==> src/rwmc_pkg.sv <==
// Shared types, constants and helpers for the random-walk maze carver.
// Used by every module of the block; depends on nothing else.
package rwmc_pkg;

  localparam int MAX_WIDTH = 32;
  localparam int MAX_HEIGHT = 32;
  localparam int COL_W = $clog2(MAX_WIDTH);
  localparam int ROW_W = $clog2(MAX_HEIGHT);
  localparam int ADDR_W = ROW_W + COL_W;
  localparam int CELLS = MAX_WIDTH * MAX_HEIGHT;
  localparam int SIZE_W = 6;
  localparam int COUNT_W = 11;
  localparam int SIZE_RESET = 8;
  localparam int EPOCH_W = 8;
  localparam int EPOCH_LAST = (1 << EPOCH_W) - 1;
  localparam int CFG_IDX_W = 2;
  localparam int FIFO_DEPTH = 4;
  localparam int FIFO_PTR_W = $clog2(FIFO_DEPTH);
  localparam int LEVEL_W = $clog2(FIFO_DEPTH + 1);

  typedef enum logic [0:0] {
    REQ_RESTART = 1'b0,
    REQ_STEP    = 1'b1
  } req_type_t;

  typedef enum logic [1:0] {
    DIR_ROW_DEC = 2'd0,
    DIR_ROW_INC = 2'd1,
    DIR_COL_DEC = 2'd2,
    DIR_COL_INC = 2'd3
  } dir_t;

  typedef enum logic [CFG_IDX_W-1:0] {
    CFG_WIDTH  = 2'd0,
    CFG_HEIGHT = 2'd1
  } cfg_reg_t;

  typedef struct packed {
    req_type_t req_type;
    dir_t      direction;
  } req_t;

  typedef struct packed {
    logic [4:0] cursor_col;
    logic [4:0] cursor_row;
    logic       carved;
    logic       wall_is_column_edge;
    logic [5:0] wall_row;
    logic [5:0] wall_col;
    logic       done_res;
  } rsp_t;

  typedef struct packed {
    logic [SIZE_W-1:0]  w;
    logic [SIZE_W-1:0]  h;
    logic [COUNT_W-1:0] total;
  } grid_t;

  typedef struct packed {
    logic              restart;
    logic              rd_en;
    logic [ADDR_W-1:0] rd_addr;
    logic              wr_en;
    logic [ADDR_W-1:0] wr_addr;
  } mem_req_t;

  typedef struct packed {
    logic hit;
    logic busy;
  } mem_rsp_t;

  function automatic logic [SIZE_W-1:0] clamp_size(input logic [SIZE_W-1:0] v,
                                                   input logic [SIZE_W-1:0] maxv);
    logic [SIZE_W-1:0] r;
    begin
      r = v;
      if (v < SIZE_W'(2)) begin
        r = SIZE_W'(2);
      end else if (v > maxv) begin
        r = maxv;
      end
      return r;
    end
  endfunction

endpackage

==> src/rwmc_out_fifo.sv <==
// Four-entry result queue of the maze carver; decouples the walk stage from
// the output handshake. Depends on rwmc_pkg.
module rwmc_out_fifo import rwmc_pkg::*; (
  input  logic               clk,
  input  logic               rst,
  input  logic               push,
  input  rsp_t               push_data,
  output logic               out_valid,
  input  logic               out_ready,
  output rsp_t               out_data,
  output logic [LEVEL_W-1:0] level
);

  rsp_t                  entries [FIFO_DEPTH];
  logic [FIFO_PTR_W-1:0] wr_ptr;
  logic [FIFO_PTR_W-1:0] rd_ptr;
  logic                  pop;

  assign out_valid = (level != '0);
  assign pop = out_valid && out_ready;
  assign out_data = entries[rd_ptr];

  always_ff @(posedge clk) begin
    if (push) begin
      entries[wr_ptr] <= push_data;
    end
  end

  always_ff @(posedge clk) begin
    if (rst) begin
      wr_ptr <= '0;
      rd_ptr <= '0;
      level <= '0;
    end else begin
      if (push) begin
        wr_ptr <= wr_ptr + 1'b1;
      end
      if (pop) begin
        rd_ptr <= rd_ptr + 1'b1;
      end
      level <= level + LEVEL_W'(push) - LEVEL_W'(pop);
    end
  end

endmodule

==> config.mk <==
export PLATFORM = sky130hd
export DESIGN_NAME = rwmc_out_fifo
export DESIGN_NICKNAME = d
export VERILOG_FILES = /design/src/rwmc_pkg.sv /design/src/rwmc_out_fifo.sv
export SDC_FILE = /design/constraint.sdc
export NUM_CORES = 1
export LEC_CHECK = 0
export ABC_AREA = 1
export BUFFER_PORTS_ARGS = -buffer_cell sky130_fd_sc_hd__buf_2
export CAP_MARGIN = 10
export CORE_ASPECT_RATIO = 2
export CORE_UTILIZATION = 60
export DETAILED_ROUTE_END_ITERATION = 10
export PLACE_DENSITY = 0.83
export SLEW_MARGIN = 15
export SYNTH_ARGS = -nofsm -noshare
export SYNTH_HDL_FRONTEND = slang
export SYNTH_SLANG_ARGS = --single-unit
==> constraint.sdc <==
create_clock -name clk -period 4.6 [get_ports clk]
set_input_delay 0.69 -clock clk [delete_from_list [all_inputs] [get_ports clk]]
set_output_delay 0.69 -clock clk [all_outputs]
set_load 0.03 [all_outputs]
# Word-level counts from Yosys, hierarchy flattened
# Memory sizes are Yosys's and may differ from the RTL's. A register that Yosys moved wholly into a read port is not among the register bits.
# Index checks and enable logic that the tools add are counted.
# word_totals
register_bits	7
ramBits	100
input_bits	29
word_cells	14
memories	1
# classes
n_addsub	4
muxes	4
reduce_logical	2
# mem_list
name	words	word_bits	read_ports	rd_clocked_by_memory_dff	wr	line_no	source
entries	4	25	1	1	1	rwmc_out_fifo.sv:14	rsp_t entries [FIFO_DEPTH];
# ops
cell	count
adder 2 x 1 -> 2 bit, second input constant	2
2-to-1 mux 2 bit	2
adder 3 x 1 -> 3 bit	1
nonzero test 3 bit	1
subtractor 3 x 1 -> 3 bit	1
2-to-1 mux 1 bit	2
logical AND 1 bit	1

# Logic depth before layout (Yosys ltp)
# depth
depth_word	4
depth_mapped	9
ltp_nobuf	9

# Worst setup path after synthesis
# OpenSTA, ideal clock, no wires.
# synth_timing
path_type	in2reg
startpoint	in out_ready
endpoint	reg level[2]
arrival_time_ns	1.806
t_required_ns	4.485
slack_ns	2.679
cell_stages	7
path_cell_list	a21boi_0 > ha_1 > inv_1 > ha_1 > fa_1 > a21oi_1 > nor2_1
# synth_between
elab_chain_cells	2
# synth_rtl
item	line_no	source
start: declaration	rwmc_out_fifo.sv:9	input logic out_ready,
logical AND 1 bit	rwmc_out_fifo.sv:20	assign pop = out_valid && out_ready;
subtractor 3 x 1 -> 3 bit	rwmc_out_fifo.sv:41	level <= level + LEVEL_W'(push) - LEVEL_W'(pop);
end signal: assignment	rwmc_out_fifo.sv:41	
end: declaration	rwmc_out_fifo.sv:11	output logic [LEVEL_W-1:0] level
# Every way passes these cells.
# A chain may end at the register's enable or synchronous reset.

==> key figures <==
Cells and area
  • Fin nets: 392
  • Antenna Cells: 0
  • Share of post-route cells with drive strength above 1: 25.8%
  • Final-layout fill cell count: 506
  • Syn-to-layout area delta: 13.6%

Pwr
  • Worst VDD drop: 443 µV
  • Power, Total: 0.00269 W
  • Power Internal: 0.00182 W
  • Switch share: 32.3%
  • Clock power frac: 29.0%
  • Sequential share of power: 45.3%
  • NetSw: 0.000868 W
  • Pwr/cell area: 554 nW/µm²
  • Pleak: 1.79 nW
  • Logic pwr share: 25.7%

Setup path
  • Worst setup path end: out_data[2]
  • Worst EP required: 3.91 ns
  • Crit-path max FO: 26
  • R2R Path End: entries[3][20]
  • Setup CP Type: reg2out
  • R2R Setup Slk: 2.66 ns
  • CP endpoint kind: output port
  • Worst Path Arrival: 2.44 ns
  • Reg2reg start: wr_ptr[0]
  • Setup crit start kind: flop
  • Worst R2R Path Depth: 3

Status
  • Status: finished clean

CTS
  • PostCTS Resize Cnt: 0
  • H-Tree Depth: 3
  • Post-CTS Setup Bufs: 0
  • Root buf cell: clkbuf_16
  • TritonCTS clock tree: yes
  • Latest clock arrival within the worst-skew pair: 0.33 ns
  • Worst-path clk slew: 0.06 ns
  • Post-CTS Hold Buffers: 0
  • Sink Count: 109
  • CTS Buf Count: 9
  • Longest Clk Path Bufs: 2

Drt
  • Initial DRC count: 91
  • Routed vias/inst: 5.53
  • Vias: 2496
  • Routed wire length: 7770 µm
  • Number of nets still failing antenna checks after routing: 0
  • DRC viols: 0
  • WL per Instance: 17.2 µm
  • Initial DRT Pass Iterations: 4

Global routing
  • Global Route Usage Sum: 23.0%
  • Initial antenna violation count: 0
  • First-pass GRT wire length: 11900 µm
  • Number of global-route vias before repair: 2556
  • Grt total ovfl: 0
  • Largest net degree at the start of global routing: 52

Synthesis
  • Synth area leader: edfxtp_1
  • Register area share after synthesis: 74.5%
  • Yosys warning count: 0
  • Ys flop type: edfxtp_1
  • Yosys reg bits: 109
  • Syn Inst Count: 303
  • Post-synth EDFFs: 100
  • Post-Syn Area: 4270 µm²
  • Ys async rst share: 0%
  • Area contributors post-synth: edfxtp_1, nor2_1, dfxtp_1, o21ai_2, o22ai_1
  • Top-count cell post-synth: edfxtp_1
  • Cell variety after synth: 20
  • Syn_nets: 339
  • Post-synth top area share: 70.3%
  • Mean post-synth cell area: 14.1 µm²
  • Synth cell count leaders: edfxtp_1, nor2_1, o21ai_1

STA
  • Fin. Hold Viols: 0
  • TNS Setup: 0 ns
  • Post-route minimum period: 3.13 ns
  • Clock Skew: 0.00413 ns
  • Worst Max-Slew Pin Slew: 1.11 ns
  • Max transition margin: 25.8%
  • RSZ-0062 raised after global routing: false
  • Tcrit/Tclk final: 68.1%
  • Fmax achieved: 319 MHz
  • Final setup viols: 0
  • Max Slew Vio Count: 0

Placement
  • Port-buffer cells: 57
  • GPL Wtd Cong: 0.810
  • Detailed Place HPWL: 4610 µm

Floorplan
  • Die width: 61.7 µm
  • Num ports: 58
  • Core area: 6890 µm²
  • Die area: 7480 µm²
  • DIE HEIGHT: 121 µm
  • Initial Util: 62.0%
  • Core Rows: 43

Job
  • Max-Cap Viols: 0

Worst hold path
  • Hold Path Class: reg2reg
-- metrics by stage --
| step | util [%] | instance area [µm²] | hold slack, ns | setup WS, ns | cells |
|---|---|---|---|---|---|
| after detailed placement | 66.0 | 4550 | 0.494 | 1.83 | 435 |
| final | 70.5 | 4860 | 0.500 | 1.47 | 451 |
| after CTS | 70.5 | 4860 | 0.513 | 1.47 | 451 |
| after global routing | 70.5 | 4860 | 0.527 | 1.33 | 451 |
| after global placement | 66.0 | 4550 | 0.464 | 1.95 | 435 |
| after floorplan | - | 4270 | 0.448 | 2.68 | 303 |
-- power groups by stage --
| stage | combinational [W] | sequential (W) | clock [W] |
|---|---|---|---|
| after floorplan | 0.000558 | 0.00121 | 0 |
| after global placement | 0.000668 | 0.00124 | 0 |
| after detailed placement | 0.000695 | 0.00124 | 0 |
| after CTS | 0.000700 | 0.00122 | 0.000792 |
| after global routing | 0.000751 | 0.00123 | 0.000830 |
| final | 0.000692 | 0.00122 | 0.000781 |
-- per-layer routing --
| metal | routed length, µm | vias to the layer above | share of wire (%) | track usage [%] |
|---|---|---|---|---|
| li1 | - | 1209 | - | - |
| met1 | 2940 | 1219 | 38 | 25.6 |
| met2 | 4370 | 64 | 56 | 39.9 |
| met3 | 368 | 4 | 4.7 | 5.76 |
| met4 | 89 | 0 | 1.1 | 9.31 |
| met5 | 0 | - | 0 | 0 |
-- worst min path at each step --
| stage | start | endpoint | cells past startpoint |
|---|---|---|---|
| after floorplan | rd_ptr[0] | flop | 2 |
| after global placement | rd_ptr[0] | rd_ptr[0] | 2 |
| after global routing | rst | level[0] | 2 |
| after detailed placement | rd_ptr[0] | rd_ptr[0] | 2 |
| final | rd_ptr[0] | rd_ptr[0] | 2 |
| after CTS | rd_ptr[0] | rd_ptr[0] | 2 |
-- sequential cells by signal, summed over array words and instances (netlist names), named ones only --
| register | cells |
|---|---|
| rd_ptr | 2 |
| level | 3 |
| wr_ptr | 2 |
| entries | 100 |
-- cells in the final DEF, fill, tap and decap left out, types with 3 or more instances in the layout --
cell,n
clkbuf_16,9
o21ai_0,7
buf_2,57
o21ai_2,20
nor2_1,57
clkbuf_1,3
a21oi_1,5
o22ai_1,24
ha_1,6
inv_1,15
o21ai_1,25
dfxtp_1,8
edfxtp_1,100
nand2_1,12
-- critical path, stage by stage, from the launching register on --
cell,delay (ns)
dfxtp_1,0.98
inv_2,0.57
o21ai_1,0.27
o22ai_1,0.09
buf_2,0.18
-- kinds of logic after synthesis --
group | after synthesis | synth area share, %
AND/OR/NAND/NOR | 71 | 6.30
flip-flops | 109 | 74.5
adder cells (fa/ha/maj) | 7 | 2.23
buffers and inverters | 33 | 4.57
AO/OA/AOI/OAI | 83 | 12.4
-- area by class of cell --
type / instances / area (µm²) / share of cell area [%]
multi-input cells: 161 / 895 / 18.4
flip-flops and latches: 109 / 3180 / 65.6
well taps: 90 / 113 / 2.32
clock buffers: 12 / 236 / 4.87
inverters: 18 / 70.1 / 1.44
clock inverters: 4 / 72.6 / 1.49
repair buffers: 57 / 285 / 5.87
Power figures use the tool's default switching activity.
