### src/rwmc_pkg.sv
// Shared types, constants and helpers for the random-walk maze carver.
// Used by every module of the block; depends on nothing else.
package rwmc_pkg;

  localparam int MAX_WIDTH = 32;
  localparam int MAX_HEIGHT = 32;
  localparam int COL_W = $clog2(MAX_WIDTH);
  localparam int ROW_W = $clog2(MAX_HEIGHT);
  localparam int ADDR_W = ROW_W + COL_W;
  localparam int CELLS = MAX_WIDTH * MAX_HEIGHT;
  localparam int SIZE_W = 6;
  localparam int COUNT_W = 11;
  localparam int SIZE_RESET = 8;
  localparam int EPOCH_W = 8;
  localparam int EPOCH_LAST = (1 << EPOCH_W) - 1;
  localparam int CFG_IDX_W = 2;
  localparam int FIFO_DEPTH = 4;
  localparam int FIFO_PTR_W = $clog2(FIFO_DEPTH);
  localparam int LEVEL_W = $clog2(FIFO_DEPTH + 1);

  typedef enum logic [0:0] {
    REQ_RESTART = 1'b0,
    REQ_STEP    = 1'b1
  } req_type_t;

  typedef enum logic [1:0] {
    DIR_ROW_DEC = 2'd0,
    DIR_ROW_INC = 2'd1,
    DIR_COL_DEC = 2'd2,
    DIR_COL_INC = 2'd3
  } dir_t;

  typedef enum logic [CFG_IDX_W-1:0] {
    CFG_WIDTH  = 2'd0,
    CFG_HEIGHT = 2'd1
  } cfg_reg_t;

  typedef struct packed {
    req_type_t req_type;
    dir_t      direction;
  } req_t;

  typedef struct packed {
    logic [4:0] cursor_col;
    logic [4:0] cursor_row;
    logic       carved;
    logic       wall_is_column_edge;
    logic [5:0] wall_row;
    logic [5:0] wall_col;
    logic       done_res;
  } rsp_t;

  typedef struct packed {
    logic [SIZE_W-1:0]  w;
    logic [SIZE_W-1:0]  h;
    logic [COUNT_W-1:0] total;
  } grid_t;

  typedef struct packed {
    logic              restart;
    logic              rd_en;
    logic [ADDR_W-1:0] rd_addr;
    logic              wr_en;
    logic [ADDR_W-1:0] wr_addr;
  } mem_req_t;

  typedef struct packed {
    logic hit;
    logic busy;
  } mem_rsp_t;

  function automatic logic [SIZE_W-1:0] clamp_size(input logic [SIZE_W-1:0] v,
                                                   input logic [SIZE_W-1:0] maxv);
    logic [SIZE_W-1:0] r;
    begin
      r = v;
      if (v < SIZE_W'(2)) begin
        r = SIZE_W'(2);
      end else if (v > maxv) begin
        r = maxv;
      end
      return r;
    end
  endfunction

endpackage

### src/rwmc_cfg.sv
// Size registers of the maze carver: clamped width, height and cell total.
// Depends on rwmc_pkg; a write to a size register also restarts the maze.
module rwmc_cfg import rwmc_pkg::*; (
  input  logic                 clk,
  input  logic                 rst,
  input  logic                 cfg_valid,
  output logic                 cfg_ready,
  input  logic [CFG_IDX_W-1:0] cfg_index,
  input  logic [SIZE_W-1:0]    cfg_data,
  output grid_t                grid,
  output logic                 restart
);

  logic [SIZE_W-1:0]   w_next;
  logic [SIZE_W-1:0]   h_next;
  logic [2*SIZE_W-1:0] prod;

  assign cfg_ready = 1'b1;

  always_comb begin
    w_next = grid.w;
    h_next = grid.h;
    restart = 1'b0;
    if (cfg_valid) begin
      case (cfg_index)
        CFG_WIDTH: begin
          w_next = clamp_size(cfg_data, SIZE_W'(MAX_WIDTH));
          restart = 1'b1;
        end
        CFG_HEIGHT: begin
          h_next = clamp_size(cfg_data, SIZE_W'(MAX_HEIGHT));
          restart = 1'b1;
        end
        default: begin
        end
      endcase
    end
    prod = w_next * h_next;
  end

  always_ff @(posedge clk) begin
    if (rst) begin
      grid.w <= SIZE_W'(SIZE_RESET);
      grid.h <= SIZE_W'(SIZE_RESET);
      grid.total <= COUNT_W'(SIZE_RESET * SIZE_RESET);
    end else begin
      grid.w <= w_next;
      grid.h <= h_next;
      grid.total <= prod[COUNT_W-1:0];
    end
  end

endmodule

### config.mk
export PLATFORM = sky130hd
export DESIGN_NAME = rwmc_cfg
export DESIGN_NICKNAME = d
export VERILOG_FILES = /design/src/rwmc_pkg.sv /design/src/rwmc_cfg.sv
export SDC_FILE = /design/constraint.sdc
export NUM_CORES = 1
export LEC_CHECK = 0
export BUFFER_PORTS_ARGS = -buffer_cell sky130_fd_sc_hd__buf_2
export CORE_MARGIN = 2
export CORE_UTILIZATION = 45
export DETAILED_ROUTE_END_ITERATION = 6
export PLACE_DENSITY = 0.65
export SLEW_MARGIN = 10
export SYNTH_ARGS = -nofsm -noshare
export SYNTH_HDL_FRONTEND = slang
export SYNTH_SLANG_ARGS = --single-unit
export TNS_END_PERCENT = 1
### constraint.sdc
create_clock -name clk -period 7.4 [get_ports clk]
set_input_delay 0.74 -clock clk [delete_from_list [all_inputs] [get_ports clk]]
set_output_delay 0.74 -clock clk [all_outputs]
set_load 0.03 [all_outputs]
Yosys cells after proc, flatten, opt, wreduce, memory -nomap -nowiden
Index checks and enable logic that the tools add are counted.
{ "classes": {"reduce_logical": 2, "n_addsub": 0, "multipliers": 1, "n_lt_le_gt_ge": 2, "n_eq_ne": 1, "n_div": 0, "n_mux": 8, "shift": 0, "n_bitwise": 0} }
{ "op_table": {"columns": ["operator", "count"], "rows": [
  ["$mux W6", 6],
  ["$mul A6 B6 Y11", 1],
  ["$gt A6 B6 Y1 const B", 1],
  ["$lt A6 B2 Y1 const B", 1],
  ["$eq A2 B1 Y1 const B", 1],
  ["$logic_not A2 Y1", 1],
  ["$mux W1", 2],
  ["$reduce_or A2 Y1", 1]
]} }
{ "totals": {"n_memories": 0, "mem_bits_ro": 0, "word_cells": 17, "ram_bits": 0, "latchBits": 0, "input_bits": 11, "reg_bits": 23, "out_inout_bits": 25} }

Logic depth before layout (Yosys ltp)
Gate-level depths: netlist (run 1).
{ "logic_depth": {"depth_word": 6, "depth_mapped": 18, "depth_no_buf": 17} }

Worst setup path before layout (run 1)
No wires, ideal clock.
{ "synth_timing": {"path_type": "input port to flip-flop", "start": "input port cfg_index[0]", "end": "register grid[9] (netlist name)", "setup_ps": 62, "required_ps": 7338, "t_arrival_ps": 4823, "n_path_buf": 2, "cell_stages": 16, "path_slack_ps": 2515, "cell_sequence": "or3b_1 > buf_2 > buf_2 > nor2_1 > a21oi_2 > or2_2 > fa_1 > fa_1 > fa_1 > inv_1 > ha_1 > nor2b_1 > o21ai_0 > a21boi_0 > or4_1 > nand3_1"} }
{ "synth_between": {"elab_chain_len": 4, "elab_cells_between_ends": 7, "cone_classes": "1 x mul; 1 x eq/ne; 4 x mux; 1 x reduce/logical"} }
{ "synth_rtl": {"columns": ["item", "line_no", "source"], "rows": [
  ["start, declared", "rwmc_cfg.sv:8", "input logic [CFG_IDX_W-1:0] cfg_index,"],
  ["$eq A2 B1 Y1 or $logic_not A2 Y1 (tied branches)", "rwmc_cfg.sv:25", "case (cfg_index)"],
  ["$mux W6", "rwmc_cfg.sv:25", null],
  ["$mux W6", "rwmc_cfg.sv:24", "if (cfg_valid) begin"],
  ["$mul A6 B6 Y11 (*)", "rwmc_cfg.sv:38", "prod = w_next * h_next;"],
  ["end, declared", "rwmc_cfg.sv:10", "output grid_t grid,"]
]} }
Every way passes the cells marked *; elsewhere a longest branch is shown, timed or not.
A chain may end at the register's enable or synchronous reset.

Worst setup path in the final report (run 1)
Same ends and word-level chain as after synthesis.

==> flow_summary_export.csv, run 1 <==
group,metric,value,unit
outcome,status,"completed",
routing,first_pass_iters,4,
floorplanning,dieArea,0.00462,sq mm
timing,timing.setup.tns,0,ns
pwr,switching_share,29.6,%
global_route,antenna_found_initial,0,
final_layout,drive_above_1_share,21.0,%
placement,io_buffers,34,
yosys,syn_area,0.00184,sq mm
final_layout,fin_nets,290,
global_route,grt_pass1_vias,1366,
pwr,clkPwrFrac,30.0,%
clocking,cts_resized,0,
yosys,avgSynthCellArea,8.69,sq um
floorplanning,die_h,68.0,um
pwr,power.combinational.fraction,20.7,%
routing,final_antenna_net_count,0,
setup_path,startpoint_type,"primary input",
placement,postPlaceCellArea,0.00204,sq mm
yosys,synth_ff_type,"dfxtp_1",
timing,min_period,4.94,ns
yosys,synth_seq_area_share,25.0,%
final_layout,largestRegisters,"grid: 23 flops",
final_layout,largest_register_ffs,23,
timing,worst_pin_slew,0.565,ns
floorplanning,core_area,0.00397,sq mm
clocking,htree_num_levels,1,
hold_path,worstHoldPathType,"flip-flop to flip-flop",
yosys,synth_nets,258,
floorplanning,core.rowCount,23,
yosys,ys_types,36,
timing,final_hold_viol_count,0,
placement,gp_congestion,0.783,
final_layout,diodes,0,
final_layout,area_growth,13.4,%
global_route,grt_pass1_wl,5950,um
floorplanning,die_x,68.0,um
clocking,clk_pin_slew,0.08,ns
timing,fmax,0.202,GHz
clocking,cts.path.max_buffers,2,
placement,hpwlAfterDp,2790,um
yosys,synth-edff-count,0,
final_layout,final_area,0.00209,sq mm
setup_path,reg2reg_depth,12,
global_route,overflow,0,
floorplanning,io_pins,36,
global_route,track_usage,16.9,%
routing,wire_per_inst,11.7,um
setup_path,cp_max_fo,13,
clocking,root_buffer,"clkbuf_8",
clocking,post_cts_buffers,0,
timing,fin_worst_skew,0.00655,ns
timing,holdWs,0.569,ns
yosys,yosys_warnings,0,
run,max_cap_violations,0,
yosys,ys_async_sr_fraction,0,%
clocking,cts_tree,"done",
global_route,grt_max_degree,27,
floorplanning,start_util,46.4,%
clocking,insertion_delay,0.27,ns
clocking,cts_buffers,3,
pwr,vdd_ir_drop_max,63.2,uV
routing,routed_via_density,5.03,
yosys,yosysTopAreaCellShare,25.0,%
setup_path,critPathCaptureType,"flip-flop",
routing,drtIter0Drc,57,
clocking,cts_hold_buf,0,
pwr,p_seq_share,49.3,%
setup_path,worstPathArrival,5.15,ns
final_layout,regMostFlops,"grid",
setup_path,worstPathRequired,7.61,ns
pwr,p_per_area,126,mW/mm^2
pwr,leakage,1.05,nW
routing,route.detailed.drc,0,
timing,setup_violations,0,
yosys,synth.ff_latch_count,23,
pwr,internal-power,0.185,mW
timing,finalCritPeriodShare,66.8,%
hold_path,min_path_cells,2,
setup_path,crit_type,"primary input to flip-flop",
timing,slew_headroom,61.2,%
routing,via_count,1474,
pwr,switching_power,0.0777,mW
yosys,synthCells,212,
routing,drt-total-wl,3440,um
clocking,cts.sinks,23,
yosys,synth_area_leaders,"dfxtp_1, fa_1, ha_1, nor2_1, inv_1",
yosys,yosys.area.top_type,"dfxtp_1",
timing,grt_setup_unrepaired,"false",
timing,drv_slew,0,
==> metal layers <==
layer | GRT usage [%] | vias up | share of wire (%)
met5 | 0 | - | 0
met4 | 6.75 | 0 | 2.0
met3 | 1.48 | 5 | 2.9
met2 | 27.2 | 25 | 47
met1 | 23.3 | 711 | 48
li1 | - | 733 | -
==> cell usage after synthesis (2+ instances only) <==
master and instances:
dfxtp_1 23, or4_1 2, buf_2 2, nor2b_1 6
o21ai_1 2, o21ai_0 6, o21bai_1 2, nor2_1 43
a21oi_2 4, nor3b_1 2, a21oi_1 5, xor2_1 2
or2_2 7, clkbuf_1 4, nand3b_1 2, o21a_1 2
nand2b_1 15, a211oi_1 2, fa_1 16, inv_1 25
ha_1 19, nor3_1 5, nand2_1 3
==> layout by cell type, fill, tap and decap left out, drive strengths merged, types with 2 or more instances in the layout <==
| cell | synthesis | final |
|---|---|---|
| nor3 | 5 | 5 |
| inv | 25 | 25 |
| nor2b | 6 | 6 |
| a211oi | 2 | 2 |
| clkbuf | 4 | 3 |
| a21oi | 9 | 9 |
| o21a | 2 | 2 |
| xor2 | 2 | 2 |
| nand2 | 3 | 3 |
| o21bai | 2 | 2 |
| or4 | 2 | 2 |
| dfxtp | 23 | 23 |
| nor3b | 2 | 2 |
| buf | 3 | 34 |
| nand3b | 2 | 2 |
| o21ai | 8 | 8 |
| or2 | 7 | 7 |
| nor2 | 44 | 44 |
| ha | 19 | 19 |
| fa | 16 | 16 |
| mux2i | 2 | 2 |
| nand2b | 15 | 15 |
==> worst max-delay path, cell delays in order <==
cell and delay [ns]:
buf_2 0.10, or3b_1 0.61, nor2_1 0.22, a21oi_2 0.09, or2_2 0.34, fa_1 0.50, fa_1 0.51, fa_1 0.55
inv_1 0.04, ha_1 0.32, nor2b_1 0.15, o21ai_0 0.21, a21boi_0 0.17, or4_1 0.49, nand3_1 0.09
==> path summary, 6_finish.rpt <==
path | startpoint | to | slack (ns)
setup / recovery | cfg_index[0] | grid[9]$_SDFF_PP0_ | 2.46
hold / removal | grid[20]$_SDFF_PP1_ | grid[20]$_SDFF_PP1_ | 0.57
setup reg to reg | grid[14]$_SDFF_PP1_ | grid[9]$_SDFF_PP0_ | 3.36
hold reg to reg | grid[20]$_SDFF_PP1_ | grid[20]$_SDFF_PP1_ | 0.57
==> kinds of logic after synthesis <==
group / share of synthesized area (%)
AND/OR/NAND/NOR: 24.2
adder cells (fa/ha/maj): 30.3
buffers and inverters: 6.86
AO/OA/AOI/OAI: 9.03
flip-flops: 25.0
XOR/XNOR: 2.65
multiplexers: 1.77
other: 0.203
==> cell type report <==
cell class,instances,area [sq um]
Multi-Input combinational cell,157,1260
Inverter,25,93.8
Fill cell,395,1880
Timing Repair Buffer,34,170
Clock buffer,3,41.3
Clock inverter,1,5.00
Sequential cell,23,460
Tap cell,50,62.6
==> power by group through the flow <==
stage                     combinational [mW]  clock, mW  sequential [mW]
after floorplan                       0.0328          0            0.140
after global placement                0.0552          0            0.132
after detailed placement              0.0553          0            0.132
after CTS                             0.0555     0.0815            0.129
after global routing                  0.0614     0.0851            0.130
final                                 0.0544     0.0787            0.129
==> stage by stage <==
stage | utilization, % | total power [mW] | instances | setup slack (ns)
6_report | 52.6 | 0.262 | 293 | 2.46
5_1_grt | 52.6 | 0.276 | 293 | 2.18
4_1_cts | 52.6 | 0.266 | 293 | 2.43
3_5_place_dp | 51.4 | 0.187 | 289 | 2.17
3_3_place_gp | 51.4 | 0.187 | 289 | 2.25
2_1_floorplan | - | 0.173 | 212 | 2.52
Note: power is estimated with default switching activity, not from simulation.
==> run 2: changes to the inputs <==
--- a/config.mk
+++ b/config.mk
@@ -9,7 +9,7 @@
 export CORE_MARGIN = 2
 export CORE_UTILIZATION = 45
 export DETAILED_ROUTE_END_ITERATION = 6
-export PLACE_DENSITY = 0.65
+export PLACE_DENSITY = 0.68
 export SLEW_MARGIN = 10
 export SYNTH_ARGS = -nofsm -noshare
 export SYNTH_HDL_FRONTEND = slang
==> constraint.sdc (replaced) <==
create_clock -name clk -period 4.2 [get_ports clk]
set_input_delay 0.42 -clock clk [delete_from_list [all_inputs] [get_ports clk]]
set_output_delay 0.42 -clock clk [all_outputs]
set_load 0.03 [all_outputs]
==> run 2 against run 1 <==
Global-route usage is 1.3 points higher. First-iteration DRC count grew 7.0%. Worst setup slack worse by 2.3 ns. Flip-flop and latch count stayed put. Power up 90%. Non-clock buffer count is 38 higher. Register-to-register slack got worse by 2.8 ns. Count of clock-buffer cells in the layout unchanged. Sequential share of layout area down 3.4 points. Routed wire length is 14% higher. Utilization is 9.6 points higher. Largest power group unchanged.
==> flow_summary_export.csv, run 2 (synthesis gave the netlist of run 1 again) <==
group,metric,value,unit
clocking,cts_buffers,3,
pwr,vdd_ir_drop_max,107,uV
final_layout,diodes,0,
global_route,grt_pass1_vias,1483,
routing,wire_per_inst,11.8,um
hold_path,min_to,"grid[15]$_SDFF_PP0_",
setup_path,startpoint_type,"primary input",
setup_path,worstPathArrival,4.29,ns
pwr,internal-power,0.350,mW
run,max_cap_violations,0,
hold_path,min_path_cells,2,
floorplanning,io_pins,36,
timing,fin_worst_skew,0.000828,ns
final_layout,largestRegisters,"grid: 23 flops",
global_route,grt_max_degree,27,
clocking,cts.sinks,23,
pwr,p_per_area,201,mW/mm^2
floorplanning,die_x,68.0,um
timing,fmax,0.245,GHz
final_layout,mostFrequentLayoutCell,"nor2_1",
placement,gp_congestion,0.821,
setup_path,r2r-start,"grid[20]$_SDFF_PP1_",
floorplanning,dieArea,0.00462,sq mm
final_layout,n_fill_cell,354,
clocking,clk_pin_slew,0.08,ns
placement,place_ws,-0.274,ns
clocking,cts.path.max_buffers,2,
routing,final_antenna_net_count,0,
timing,setup_ws,0.126,ns
routing,drt-total-wl,3910,um
routing,routed_via_density,4.83,
final_layout,drive_above_1_share,36.3,%
setup_path,cp_max_fo,11,
timing,finalCritPeriodShare,97.0,%
final_layout,regMostFlops,"grid",
routing,via_count,1598,
pwr,switching_share,29.7,%
pwr,p_seq_share,45.9,%
final_layout,final_cell_mix,"nor2_1, buf_4, buf_2",
routing,route.detailed.drc,0,
hold_path,worstHoldPathType,"flip-flop to flip-flop",
setup_path,critPathCaptureType,"flip-flop",
setup_path,worstPathRequired,4.41,ns
clocking,cts_tree,"done",
global_route,overflow,0,
setup_path,timing.rr.end,"grid[9]$_SDFF_PP0_",
pwr,clkPwrFrac,28.1,%
timing,drv_slew,0,
routing,drtIter0Drc,61,
global_route,grt_pass1_wl,6380,um
routing,first_pass_iters,5,
clocking,root_buffer,"clkbuf_8",
setup_path,r2r_slack,0.57,ns
pwr,leakage,1.25,nW
floorplanning,core.rowCount,23,
timing,setup_violations,0,
setup_path,reg2reg_depth,12,
outcome,status,"completed",
global_route,track_usage,18.1,%
floorplanning,start_util,46.4,%
clocking,insertion_delay,0.26,ns
pwr,power.total,0.497,mW
placement,io_buffers,34,
pwr,switching_power,0.148,mW
global_route,antenna_found_initial,0,
clocking,htree_num_levels,1,
final_layout,fin_nets,328,
setup_path,crit_type,"primary input to flip-flop",
floorplanning,core_area,0.00397,sq mm
placement,hpwlAfterDp,3240,um
hold_path,holdCritStartpoint,"grid[15]$_SDFF_PP0_",
final_layout,largest_register_ffs,23,
final_layout,area_growth,34.0,%
timing,min_period,4.07,ns
timing,final_hold_viol_count,0,
pwr,power.combinational.fraction,26.0,%
floorplanning,die_h,68.0,um
## run 2: changes by cell type in the layout (fill, tap and decap cells not counted), sizes merged
cell,before,now
buf,34,72
## run 2: repair_timing
action                                  in CTS  in global routing
endpoints found under the setup margin       1                  3
gates resized for setup                      1                 15
hold buffers                                 0                  0
pin swaps                                    0                 11
buffers inserted                             0                  2
## run 2: area by class of cell
cell class	instances	area (sq um)	area share, %
clock inverter	1	5.00	0.203
clock buffer	3	41.3	1.67
multi-input combinational	157	1330	53.9
inverter	25	93.8	3.80
tap	50	62.6	2.53
sequential	23	460	18.6
timing repair buffer	72	475	19.3
## run 2: per-layer routing
metal	vias to the layer above	GRT usage, %	wire, um
li1	817	-	-
met1	746	24.5	1860
met2	28	30.5	1880
met3	7	1.64	89
met4	0	5.75	73
met5	-	0	0
## run 2: worst max path at each step
stage                 start                 end  depth (start not counted)  slack, ns
2_1_floorplan   cfg_data[3]  grid[9]$_SDFF_PP0_                         16       0.01
4_1_cts         cfg_data[3]  grid[9]$_SDFF_PP0_                         18       0.05
5_1_grt        cfg_index[0]  grid[8]$_SDFF_PP0_                         17     -0.007
6_report       cfg_index[0]  grid[9]$_SDFF_PP0_                         17       0.13
3_3_place_gp   cfg_index[0]  grid[9]$_SDFF_PP0_                         16      -0.24
3_5_place_dp   cfg_index[0]  grid[9]$_SDFF_PP0_                         16      -0.27
## run 2: stage by stage
| stage | cells | util [%] | TNS, ns | cell area, sq um | hold slack [ns] |
|---|---|---|---|---|---|
| CTS | 330 | 60.8 | 0 | 2420 | 0.575 |
| global placement | 326 | 59.6 | -0.587 | 2370 | 0.605 |
| detailed placement | 326 | 59.6 | -0.756 | 2370 | 0.610 |
| global route | 331 | 62.2 | -0.0103 | 2470 | 0.605 |
| floorplan | 212 | - | 0 | 1890 | 0.592 |
| finish | 331 | 62.2 | 0 | 2470 | 0.569 |
## run 2: power groups by stage
stage	Clock, mW	Sequential (mW)	Combinational, mW
after floorplan	0	0.248	0.0610
after global placement	0	0.233	0.124
after detailed placement	0	0.234	0.126
after CTS	0.144	0.228	0.126
after global routing	0.151	0.229	0.143
final	0.140	0.228	0.129
## run 2: worst max-delay path, stage by stage
cell and delay, ns:
buf_2 0.10, or3b_4 0.41, buf_6 0.17, nor2_2 0.09, a21oi_2 0.05, or2_4 0.25
fa_1 0.48, fa_1 0.51, fa_1 0.51, inv_2 0.05, ha_4 0.15, buf_4 0.13
buf_6 0.11, o21ai_4 0.15, a21boi_2 0.08, or4_1 0.53, nand3_1 0.09
==> run 3: changes to the inputs <==
--- a/config.mk
+++ b/config.mk
@@ -9,7 +9,7 @@
 export CORE_MARGIN = 2
 export CORE_UTILIZATION = 45
 export DETAILED_ROUTE_END_ITERATION = 6
-export PLACE_DENSITY = 0.68
+export PLACE_DENSITY = 0.65
 export SLEW_MARGIN = 10
 export SYNTH_ARGS = -nofsm -noshare
 export SYNTH_HDL_FRONTEND = slang
==> constraint.sdc (replaced) <==
create_clock -name clk -period 4.3 [get_ports clk]
set_input_delay 0.43 -clock clk [delete_from_list [all_inputs] [get_ports clk]]
set_output_delay 0.43 -clock clk [all_outputs]
set_load 0.03 [all_outputs]
==> run 3 against run 2 <==
Sequential share of layout area rose by 1.4 points. Die area did not move. Worst setup slack improved by 0.096 ns. Non-clock buffer count fell by 15. Flip-flop and latch count did not move. Clock power barely moved. Routed wire length fell by 3.8%. Clock skew rose by 0.0055 ns. Final cell count fell by 4.5%. Utilization fell by 4.5 points. Hold slack improved by 0.013 ns. Largest cell class unchanged. Largest power group unchanged. Highest routed layer unchanged.
==> flow_summary_export.csv, run 3 (synthesis gave the netlist of run 1 again) <==
group,metric,value,unit
pwr,switching_power,0.142,mW
clocking,cts_resized,0,
pwr,switching_share,30.0,%
final_layout,seq_area,460,sq um
run,max_cap_violations,0,
placement,hpwlAfterDp,3040,um
setup_path,startpoint_type,"primary input",
routing,first_pass_iters,4,
floorplanning,die_h,68.0,um
routing,final_antenna_net_count,0,
hold_path,worstHoldPathType,"primary input to flip-flop",
clocking,root_buffer,"clkbuf_8",
clocking,htree_num_levels,1,
final_layout,mostFrequentLayoutCell,"nor2_1",
global_route,grt_pass1_vias,1513,
final_layout,final_cell_mix,"nor2_1, buf_2, inv_1",
setup_path,cp_max_fo,9,
clocking,cts_hold_buf,0,
final_layout,largest_register_ffs,23,
pwr,power.total,0.472,mW
floorplanning,dieArea,0.00462,sq mm
placement,io_buffers,34,
timing,min_period,4.08,ns
setup_path,worstPathRequired,4.52,ns
final_layout,area_growth,24.4,%
final_layout,fin_nets,313,
clocking,cts_buffers,3,
final_layout,n_fill_cell,371,
final_layout,multi_input_area,0.00129,sq mm
pwr,p_per_area,206,mW/mm^2
routing,drt-total-wl,3760,um
floorplanning,core_area,0.00397,sq mm
timing,finalCritPeriodShare,94.8,%
global_route,overflow,0,
clocking,cts.sinks,23,
clocking,post_cts_buffers,0,
global_route,antenna_found_initial,0,
routing,route.detailed.drc,0,
outcome,status,"completed",
timing,setup_violations,0,
placement,gp_congestion,0.820,
pwr,clkPwrFrac,29.3,%
floorplanning,die_x,68.0,um
timing,drv_slew,0,
pwr,internal-power,0.331,mW
pwr,vdd_ir_drop_max,88.3,uV
final_layout,regMostFlops,"grid",
clocking,insertion_delay,0.27,ns
pwr,p_seq_share,47.1,%
timing,final_hold_viol_count,0,
routing,via_count,1561,
pwr,power.combinational.fraction,23.6,%
floorplanning,start_util,46.4,%
global_route,grt_max_degree,27,
setup_path,crit_type,"primary input to flip-flop",
timing,holdWs,0.582,ns
timing,grt_setup_unrepaired,"false",
timing,fmax,0.245,GHz
final_layout,diodes,0,
routing,drtIter0Drc,75,
pwr,leakage,1.16,nW
setup_path,worstPathArrival,4.30,ns
floorplanning,io_pins,36,
clocking,cts_tree,"done",
clocking,clk_pin_slew,0.09,ns
final_layout,largestRegisters,"grid: 23 flops",
routing,routed_via_density,4.94,
global_route,track_usage,19.0,%
floorplanning,core.rowCount,23,
final_layout,drive_above_1_share,28.9,%
timing,fin_worst_skew,0.00632,ns
setup_path,critPathCaptureType,"flip-flop",
clocking,cts.path.max_buffers,2,
global_route,grt_pass1_wl,6520,um
routing,wire_per_inst,11.9,um
[run 3: cell count changes in the layout (fill, tap and decap cells not counted), moves of 2 or more]
cell / change
buf_4: -12
buf_6: -2
o21ai_0: +2
o21ai_2: -2
[run 3: final timing paths]
path | startpoint | endpoint | slack (ns) | cells past startpoint
worst max register to register | grid[15]$_SDFF_PP0_ | grid[9]$_SDFF_PP0_ | 0.65 | 12
worst min-delay path | rst | grid[4]$_SDFF_PP0_ | 0.58 | 2
worst min register to register | grid[14]$_SDFF_PP1_ | grid[14]$_SDFF_PP1_ | 0.64 | 3
worst max-delay path | cfg_index[0] | grid[9]$_SDFF_PP0_ | 0.22 | 16
[run 3: metal layers]
metal / vias up / GRT usage [%] / wire (um)
met4: 0 / 9.25 / 87
met1: 742 / 25.2 / 1770
met5: - / 0 / 0
li1: 786 / - / -
met2: 26 / 30.2 / 1800
met3: 7 / 2.63 / 101
[run 3: worst max-delay path: stages]
cell and delay, ns:
buf_2 0.10, or3b_1 0.41, buf_4 0.20, nor2_2 0.10
a21oi_2 0.05, or2_4 0.23, fa_1 0.56, fa_1 0.44
fa_1 0.54, inv_1 0.06, ha_4 0.21, nor2b_1 0.13
o21ai_1 0.17, a21boi_1 0.10, or4_1 0.47, nand3_1 0.09
[run 3: power groups by stage]
stage / combinational [mW] / sequential, mW / clock, mW
after floorplan: 0.0589 / 0.242 / 0
after global placement: 0.111 / 0.227 / 0
after detailed placement: 0.111 / 0.228 / 0
after CTS: 0.112 / 0.223 / 0.142
after global routing: 0.125 / 0.223 / 0.151
final: 0.111 / 0.222 / 0.138
[run 3: area by class of cell]
cell class,count,share of cell area [%]
Multi-Input combinational cell,157,56.1
Tap cell,50,2.73
Inverter,25,4.09
Timing Repair Buffer,57,15.0
Clock inverter,1,0.218
Clock buffer,3,1.80
Sequential cell,23,20.1
[run 3: stage by stage]
stage | setup TNS (ns) | setup slack (ns) | utilization [%] | cells | instance area (sq um)
after floorplan | 0 | 0.0607 | - | 212 | 1880
after global placement | -0.165 | -0.0939 | 56.4 | 312 | 2240
after detailed placement | -0.147 | -0.0757 | 56.4 | 312 | 2240
after CTS | 0 | 0.189 | 57.6 | 316 | 2290
after global routing | 0 | 0.00542 | 57.7 | 316 | 2290
final | 0 | 0.223 | 57.7 | 316 | 2290
